## src/rtl/core/mbps_pkg.sv

```systemverilog
// ----------------------------------------------------------------------------
// mbps_pkg
// Types and constants for the masked byte pattern scanner.
// ----------------------------------------------------------------------------
`default_nettype none

package mbps_pkg;

    localparam int MAX_PATTERN_BYTES = 16;
    localparam int OFFSET_BITS       = 32;
    localparam int START_BITS        = 32;
    localparam int COUNT_BITS        = 16;
    localparam int LEN_BITS          = $clog2(MAX_PATTERN_BYTES + 1);
    localparam int POS_BITS          = (MAX_PATTERN_BYTES > 1) ? $clog2(MAX_PATTERN_BYTES) : 1;
    localparam int CFG_IDX_BITS      = 3;
    localparam int CFG_DATA_BITS     = 64;

    typedef enum logic [CFG_IDX_BITS-1:0] {
        CFG_PATTERN_LOW     = 3'd0,
        CFG_PATTERN_HIGH    = 3'd1,
        CFG_MASK_LOW        = 3'd2,
        CFG_MASK_HIGH       = 3'd3,
        CFG_PATTERN_LENGTH  = 3'd4,
        CFG_FIND_MODE       = 3'd5,
        CFG_INSTANCE_WANTED = 3'd6
    } t_cfg_idx;

    // find_mode codes
    localparam logic MODE_FIND_ALL = 1'b0;
    localparam logic MODE_FIND_NTH = 1'b1;

    typedef struct packed {
        logic [7:0] data_byte;
        logic       region_end;
        logic       scan_end;
    } t_scan_in;

    typedef struct packed {
        logic                  match_found;
        logic [START_BITS-1:0] match_start;
        logic [COUNT_BITS-1:0] matches_seen;
    } t_scan_out;

endpackage

`default_nettype wire

```

## src/rtl/core/masked_byte_pattern_scanner.sv

```systemverilog
// ----------------------------------------------------------------------------
// masked_byte_pattern_scanner
// The result register loads at the edge that accepts the byte; while the output
// is stalled the result goes to a one-entry skid stage. Throughput: one byte per
// cycle while the skid is empty (o_in_stall is high while it is full); the window
// compare is a parallel masked equality over all lanes. Reset clears fill count,
// offset and counters and restores register defaults; window bytes are left as they are.
// ----------------------------------------------------------------------------
`default_nettype none

module masked_byte_pattern_scanner (
    input  wire                                logic i_clk,
    input  wire                                logic i_rst_n,
    // byte stream in
    input  wire                                logic i_in_valid,
    output logic                               o_in_stall,
    input  wire mbps_pkg::t_scan_in            i_in_data,
    // results out
    output logic                               o_out_valid,
    input  wire                                logic i_out_stall,
    output mbps_pkg::t_scan_out                o_out_data,
    // configuration writes
    input  wire                                logic i_cfg_valid,
    output logic                               o_cfg_ready,
    input  wire logic [mbps_pkg::CFG_IDX_BITS-1:0]  i_cfg_index,
    input  wire logic [mbps_pkg::CFG_DATA_BITS-1:0] i_cfg_data
);

    localparam int NB = mbps_pkg::MAX_PATTERN_BYTES;

    // configuration
    logic [8*NB-1:0]                 r_pattern;
    logic [8*NB-1:0]                 r_mask;
    logic [4:0]                      r_pattern_length;
    logic                            r_find_mode;
    logic [mbps_pkg::COUNT_BITS-1:0] r_instance_wanted;

    // scan state
    logic [7:0]                      r_window [NB];
    logic [7:0]                      n_window [NB];
    logic [mbps_pkg::LEN_BITS-1:0]   r_fill;
    logic [mbps_pkg::LEN_BITS-1:0]   n_fill;
    logic [mbps_pkg::OFFSET_BITS-1:0] r_offset;
    logic [mbps_pkg::OFFSET_BITS-1:0] n_offset;
    logic [mbps_pkg::COUNT_BITS-1:0] r_count;
    logic [mbps_pkg::COUNT_BITS-1:0] n_count;
    logic                            r_done;
    logic                            n_done;

    // output register and skid
    logic                            r_out_valid;
    mbps_pkg::t_scan_out             r_out;
    logic                            r_skid_valid;
    mbps_pkg::t_scan_out             r_skid;

    logic                            in_acc;
    logic                            out_free;
    logic                            cfg_wr;
    logic [mbps_pkg::LEN_BITS-1:0]   len;
    logic [mbps_pkg::POS_BITS-1:0]   len_m1;
    logic [mbps_pkg::POS_BITS-1:0]   pos [NB];
    logic [NB-1:0]                   lane_ok;
    logic                            hit;
    logic                            report;
    logic                            region_clr;
    logic [mbps_pkg::OFFSET_BITS-1:0] start;
    mbps_pkg::t_scan_out             n_result;

    assign o_in_stall  = r_skid_valid;
    assign o_out_valid = r_out_valid;
    assign o_out_data  = r_out;
    assign o_cfg_ready = 1'b1;

    assign in_acc   = i_in_valid & ~r_skid_valid;
    assign out_free = ~r_out_valid | ~i_out_stall;
    assign cfg_wr   = i_cfg_valid & o_cfg_ready;

    // clamp length into 1..MAX_PATTERN_BYTES
    always_comb begin
        if (r_pattern_length == 5'd0) begin
            len = mbps_pkg::LEN_BITS'(1);
        end else if (r_pattern_length > 5'(NB)) begin
            len = mbps_pkg::LEN_BITS'(NB);
        end else begin
            len = mbps_pkg::LEN_BITS'(r_pattern_length);
        end
        len_m1 = mbps_pkg::POS_BITS'(len - mbps_pkg::LEN_BITS'(1));
    end

    // shift in the new byte, newest at index 0
    always_comb begin
        n_window[0] = i_in_data.data_byte;
        for (int k = 1; k < NB; k++) begin
            n_window[k] = r_window[k-1];
        end
        if (r_fill < mbps_pkg::LEN_BITS'(NB)) begin
            n_fill = r_fill + mbps_pkg::LEN_BITS'(1);
        end else begin
            n_fill = r_fill;
        end
    end

    // lane i of the pattern lines up with window byte len-1-i
    always_comb begin
        for (int i = 0; i < NB; i++) begin
            pos[i] = len_m1 - mbps_pkg::POS_BITS'(i);
            if (mbps_pkg::LEN_BITS'(i) < len) begin
                lane_ok[i] = ((n_window[pos[i]] ^ r_pattern[8*i +: 8])
                              & r_mask[8*i +: 8]) == 8'h00;
            end else begin
                lane_ok[i] = 1'b1;
            end
        end
        hit = (n_fill >= len) && (&lane_ok);
    end

    always_comb begin
        n_count = r_count;
        if (hit && r_count != {mbps_pkg::COUNT_BITS{1'b1}}) begin
            n_count = r_count + mbps_pkg::COUNT_BITS'(1);
        end

        report = 1'b0;
        if (hit) begin
            if (r_find_mode == mbps_pkg::MODE_FIND_ALL) begin
                report = 1'b1;
            end else if (!r_done && r_instance_wanted != '0 &&
                         n_count == r_instance_wanted) begin
                report = 1'b1;
            end
        end

        start = r_offset - mbps_pkg::OFFSET_BITS'(len_m1);

        n_result.match_found  = report;
        n_result.match_start  = report ? mbps_pkg::START_BITS'(start) : '0;
        n_result.matches_seen = n_count;

        region_clr = i_in_data.region_end | i_in_data.scan_end;
        n_offset   = region_clr ? '0 : r_offset + mbps_pkg::OFFSET_BITS'(1);
        n_done     = r_done | (report && r_find_mode == mbps_pkg::MODE_FIND_NTH);
        if (i_in_data.scan_end) begin
            n_done = 1'b0;
        end
    end

    // window bytes beyond the fill count are never compared
    always_ff @(posedge i_clk) begin
        if (in_acc) begin
            for (int k = 0; k < NB; k++) begin
                r_window[k] <= n_window[k];
            end
        end
    end

    always_ff @(posedge i_clk) begin
        if (!i_rst_n) begin
            r_fill   <= '0;
            r_offset <= '0;
            r_count  <= '0;
            r_done   <= 1'b0;
        end else if (in_acc) begin
            r_fill   <= region_clr ? '0 : n_fill;
            r_offset <= n_offset;
            r_count  <= i_in_data.scan_end ? '0 : n_count;
            r_done   <= n_done;
        end
    end

    always_ff @(posedge i_clk) begin
        if (!i_rst_n) begin
            r_pattern         <= '0;
            r_mask            <= '0;
            r_pattern_length  <= 5'd1;
            r_find_mode       <= mbps_pkg::MODE_FIND_ALL;
            r_instance_wanted <= mbps_pkg::COUNT_BITS'(1);
        end else if (cfg_wr) begin
            unique case (i_cfg_index)
                mbps_pkg::CFG_PATTERN_LOW: begin
                    r_pattern[63:0] <= i_cfg_data;
                end
                mbps_pkg::CFG_PATTERN_HIGH: begin
                    r_pattern[127:64] <= i_cfg_data;
                end
                mbps_pkg::CFG_MASK_LOW: begin
                    r_mask[63:0] <= i_cfg_data;
                end
                mbps_pkg::CFG_MASK_HIGH: begin
                    r_mask[127:64] <= i_cfg_data;
                end
                mbps_pkg::CFG_PATTERN_LENGTH: begin
                    r_pattern_length <= i_cfg_data[4:0];
                end
                mbps_pkg::CFG_FIND_MODE: begin
                    r_find_mode <= i_cfg_data[0];
                end
                mbps_pkg::CFG_INSTANCE_WANTED: begin
                    r_instance_wanted <= i_cfg_data[mbps_pkg::COUNT_BITS-1:0];
                end
                default: begin
                end
            endcase
        end
    end

    // result register with a one-entry skid behind it
    always_ff @(posedge i_clk) begin
        if (!i_rst_n) begin
            r_out_valid  <= 1'b0;
            r_skid_valid <= 1'b0;
        end else if (out_free) begin
            if (r_skid_valid) begin
                r_out_valid  <= 1'b1;
                r_skid_valid <= 1'b0;
            end else begin
                r_out_valid <= in_acc;
            end
        end else if (in_acc) begin
            r_skid_valid <= 1'b1;
        end
    end

    always_ff @(posedge i_clk) begin
        if (out_free) begin
            if (r_skid_valid) begin
                r_out <= r_skid;
            end else if (in_acc) begin
                r_out <= n_result;
            end
        end else if (in_acc) begin
            r_skid <= n_result;
        end
    end

endmodule

`default_nettype wire
```

## config.mk

```make
export PLATFORM = sky130hd
export DESIGN_NAME = masked_byte_pattern_scanner
export DESIGN_NICKNAME = d
export VERILOG_FILES = /design/src/rtl/core/mbps_pkg.sv /design/src/rtl/core/masked_byte_pattern_scanner.sv
export SDC_FILE = /design/constraint.sdc
export NUM_CORES = 2
export LEC_CHECK = 0
export BUFFER_PORTS_ARGS = -buffer_cell sky130_fd_sc_hd__buf_2
export CORE_MARGIN = 2
export CORE_UTILIZATION = 35
export DETAILED_ROUTE_END_ITERATION = 7
export PLACE_DENSITY = 0.58
export REMOVE_ABC_BUFFERS = 1
export SKIP_CTS_REPAIR_TIMING = 1
export SYNTH_ARGS = -nofsm -noshare
export SYNTH_HDL_FRONTEND = slang
export SYNTH_SLANG_ARGS = --single-unit
```

## constraint.sdc

```tcl
create_clock -name i_clk -period 14.1 [get_ports i_clk]
set_input_delay 2.115 -clock i_clk [delete_from_list [all_inputs] [get_ports i_clk]]
set_output_delay 2.115 -clock i_clk [all_outputs]
set_load 0.05 [all_outputs]
```

==> metrics.md <==
| Metric | Value |
|---|---|
| HP Class | `flip-flop to flip-flop` |
| Cell row count | `112` |
| Crit path max-delay family | `simple AND/OR/NAND/NOR gates` |
| Main combinational cell family by area after synthesis | `simple AND/OR/NAND/NOR gates` |
| CP startpoint kind | `flip-flop` |
| Vias in the first global route | `25100` |
| Compound-cell area share of the yosys netlist | `17.8%` |
| Async SR Flop Fraction | `0%` |
| Largest net degree at the start of global routing | `153` |
| Slew Viols, Final | `0` |
| WP data arrival | `10600 ps` |
| Power per cell area | `113 nW/um2` |
| I/O Pins | `134` |
| Adder-Cell Fraction of Synth Area | `0.451%` |
| Pleak | `0.0128 uW` |
| Ys flop type | `dfxtp_1` |
| Final hold violations | `0` |
| # setup viols final | `0` |
| Avg WL per Cell | `22.6 um` |
| Crit path max fanout | `66` |
| RSZ-0062 raised after global routing | `false` |
| Skew final | `41.0 ps` |
| DRC Markers | `0` |
| Mapped Avg Cell Area | `9.46 um2` |
| Clock sinks | `552` |
| Initial antenna violation count | `4` |
| Max cap viols | `0` |
| Buf+Inv Stages, Crit Path | `4` |
| Syn Inst Count | `3463` |
| First-pass GRT wire length | `162000 um` |
| Tmin final | `10240 ps` |
| Flop pwr share | `43.0%` |
| Clock-pin slew on the worst setup and hold paths | `60 ps` |
| Pre-Repair DR Iteration Count | `7` |
| Crit path kind | `flip-flop to flip-flop` |
| Vias per inst | `5.71` |
| Status | `complete, no violations` |
| Placed instance area | `34400 um2` |
| Post-Synth XOR/XNOR Area | `5.31%` |
| Tcrit/Tclk final | `72.6%` |
| Die height | `310 um` |
| Die Span X | `310 um` |
| Routability cong. | `0.982` |
| Sw power | `1200 uW` |
| Clk root buf | `clkbuf_16` |
| Clock buffer depth | `3` |
| Synthesized area | `32700 um2` |
| I/O Buffers | `132` |
| Yosys reg bits | `552` |
| Post-synthesis sequential area ratio | `40.4%` |
| Post-layout util | `39.4%` |
| Multiplexer share of the synthesized area | `14.3%` |
| Antenna Violating Nets Remaining | `0` |
| CORE AREA | `93000 um2` |
| HPWL after detailed placement | `74900 um` |
| Number of H-tree levels | `3` |
| Synth Area in Simple Gates | `18.2%` |
| Post-synth cell types | `95` |
| Via Count | `27200` |
| Fmax | `97.7 MHz` |
| TNS Setup | `0 ps` |
| Tightest Pin Transition | `1260 ps` |
| Clock share of power | `42.8%` |
| Synth warnings | `0` |
| CP Capture Type | `flip-flop` |
| Num CTS Buffers | `66` |
| Post-route cell area | `36700 um2` |
| Gr ovfl total | `0` |
| CTS tree | `done` |
| Initial cell density of the core | `35.2%` |
| Total wire length | `108000 um` |
| First-iteration detailed-routing DRC count | `3057` |
| Combinational power share | `14.2%` |
| Die area | `96000 um2` |
| Worst skew pair latency | `650 ps` |
| Nets | `3551` |
| Max-slew headroom | `13.4%` |
| CP Cell Sequence | `nand2b_1 -> nand2_4 -> inv_4 -> ha_2 -> buf_4 -> inv_1 -> o211ai_1 -> a21boi_0 -> a2111oi_0 -> mux2i_1 -> a2111oi_2 -> a41oi_1 -> nor3_1 -> and4_1 -> nand4_1 -> or4_1 -> o311ai_1 -> nor3_1 -> a21oi_4 -> buf_4 -> o31ai_1` |
| VDD IR max | `0.0867 mV` |
| Int Pwr | `2940 uW` |
| GRT Util Overall | `22.0%` |
| Layout cells sized above 1 | `13.4%` |
| P&R area growth vs syn | `12.1%` |
| Max incr delay on CP | `880 ps` |
| Sw Share | `28.9%` |
| Worst path required time | `14460 ps` |
| CP max-delay cell | `dfxtp_1` |
| Post-synth EDFFs | `218` |
==> per-stage QoR <==
step | setup slack, ps | cells | hold slack (ps) | total power [uW]
global route | 3120 | 4766 | 491 | 4280
floorplan | -1460 | 3209 | 439 | 2170
CTS | 4030 | 4766 | 466 | 4160
detailed placement | 4030 | 4644 | 459 | 2390
finish | 3860 | 4769 | 465 | 4140
global placement | 4050 | 4643 | 452 | 2390
==> logic make-up (layout without fill, tap and decap cells) <==
kind of cell             count (synthesis)  after routing
buffers and inverters                  291            340
multiplexers                           352            352
adder cells (fa/ha/maj)                 12             12
other                                    1              4
AND/OR/NAND/NOR                       1285           1285
AO/OA/AOI/OAI                          777            777
flip-flops                             552            552
XOR/XNOR                               193            193
==> path summary, 6_finish.rpt <==
kind                                          start        endpoint  slack [ps]  cells past startpoint
worst max-delay path            r_pattern_length[4]  o_out_data[22]        3860                     21
worst max register to register  r_pattern_length[4]  o_out_data[22]        3860                     21
worst min-delay path                  r_pattern[55]   r_pattern[55]         470                      2
worst min register to register        r_pattern[55]   r_pattern[55]         470                      2
==> cell usage after synthesis (all sizes together), types with 7 or more instances <==
| cell type | instances | area, um2 |
|---|---|---|
| mux4 | 88 | 1980 |
| inv | 36 | 135 |
| o31ai | 40 | 330 |
| dfxtp | 334 | 6690 |
| and2 | 27 | 169 |
| a211oi | 19 | 143 |
| nand4b | 9 | 78.8 |
| mux2i | 230 | 2300 |
| nor4 | 27 | 175 |
| xnor2 | 95 | 847 |
| nor2 | 114 | 428 |
| a21o | 8 | 60.1 |
| or3 | 21 | 131 |
| a221oi | 36 | 322 |
| nand2 | 730 | 2750 |
| or4 | 12 | 93.8 |
| a22oi | 50 | 375 |
| clkbuf | 186 | 698 |
| edfxtp | 218 | 6550 |
| o21ai | 50 | 250 |
| nor2b | 47 | 294 |
| a21oi | 70 | 354 |
| a31oi | 25 | 156 |
| ha | 11 | 138 |
| nor3 | 41 | 205 |
| mux2 | 34 | 383 |
| buf | 68 | 355 |
| a22o | 19 | 166 |
| a32o | 9 | 90.1 |
| o21a | 7 | 52.6 |
| a32oi | 12 | 105 |
| and3 | 33 | 206 |
| a2111oi | 30 | 280 |
| nand4 | 39 | 244 |
| a21boi | 315 | 2360 |
| nand3 | 85 | 425 |
| a211o | 7 | 61.3 |
| o211ai | 11 | 82.6 |
| and4 | 18 | 160 |
| nand3b | 7 | 52.6 |
| a311oi | 9 | 78.8 |
| xor2 | 96 | 848 |
| nand2b | 46 | 288 |
==> routing by layer <==
layer | GRT usage [%] | vias to the layer above | wire length, um
met3 | 3.39 | 210 | 7440
met1 | 29.8 | 13200 | 46400
met4 | 9.21 | 0 | 4520
li1 | - | 12700 | -
met5 | 0 | - | 0
met2 | 34.9 | 1085 | 49500
==> power by group through the flow <==
stage	Clock, uW	Sequential (uW)	Combinational, uW
2_1_floorplan	0	1840	326
3_3_place_gp	0	1810	577
3_5_place_dp	0	1810	580
4_1_cts	1800	1780	582
5_1_grt	1860	1790	625
6_report	1770	1780	587
==> area by class of cell <==
| cell class | count | area [um2] |
|---|---|---|
| well taps | 1254 | 1570 |
| flip-flops and latches | 552 | 13200 |
| repair buffers | 181 | 1030 |
| diodes | 3 | 7.51 |
| clock inverters | 30 | 369 |
| clock buffers | 92 | 1900 |
| fillers | 9287 | 56300 |
| multi-input cells | 2620 | 18400 |
| inverters | 37 | 144 |
==> placed cells by master (no fill, tap or decap), drive strengths merged, types with 18 or more instances in the layout <==
| master | n |
|---|---|
| and2 | 27 |
| buf | 181 |
| nand2 | 730 |
| clkinv | 21 |
| a21oi | 70 |
| xnor2 | 95 |
| o21ai | 50 |
| and4 | 18 |
| mux2i | 230 |
| and3 | 33 |
| a22o | 19 |
| nor2b | 47 |
| a21boi | 315 |
| a2111oi | 30 |
| a22oi | 50 |
| dfxtp | 334 |
| nor2 | 114 |
| inv | 42 |
| a31oi | 25 |
| xor2 | 96 |
| a221oi | 36 |
| a211oi | 19 |
| nand2b | 46 |
| nor4 | 27 |
| edfxtp | 218 |
| o31ai | 40 |
| mux4 | 88 |
| clkbuf | 92 |
| mux2 | 34 |
| nand4 | 39 |
| or3 | 21 |
| nand3 | 85 |
| nor3 | 41 |
==> registers in the layout, indices dropped and copies added, names as in the netlist <==
signal / flops
o_in_stall: 1
o_out_data: 49
o_out_valid: 1
r_count: 16
r_done: 1
r_fill: 5
r_find_mode: 1
r_instance_wanted: 16
r_mask: 128
r_offset: 32
r_pattern: 128
r_pattern_length: 5
r_skid: 49
r_window: 120
==> worst min-delay path, stage by stage, from the launching register on <==
cell	delay [ps]
dfxtp_1	310
nand2_1	50
a21boi_0	60
Power figures use the tool's default switching activity.
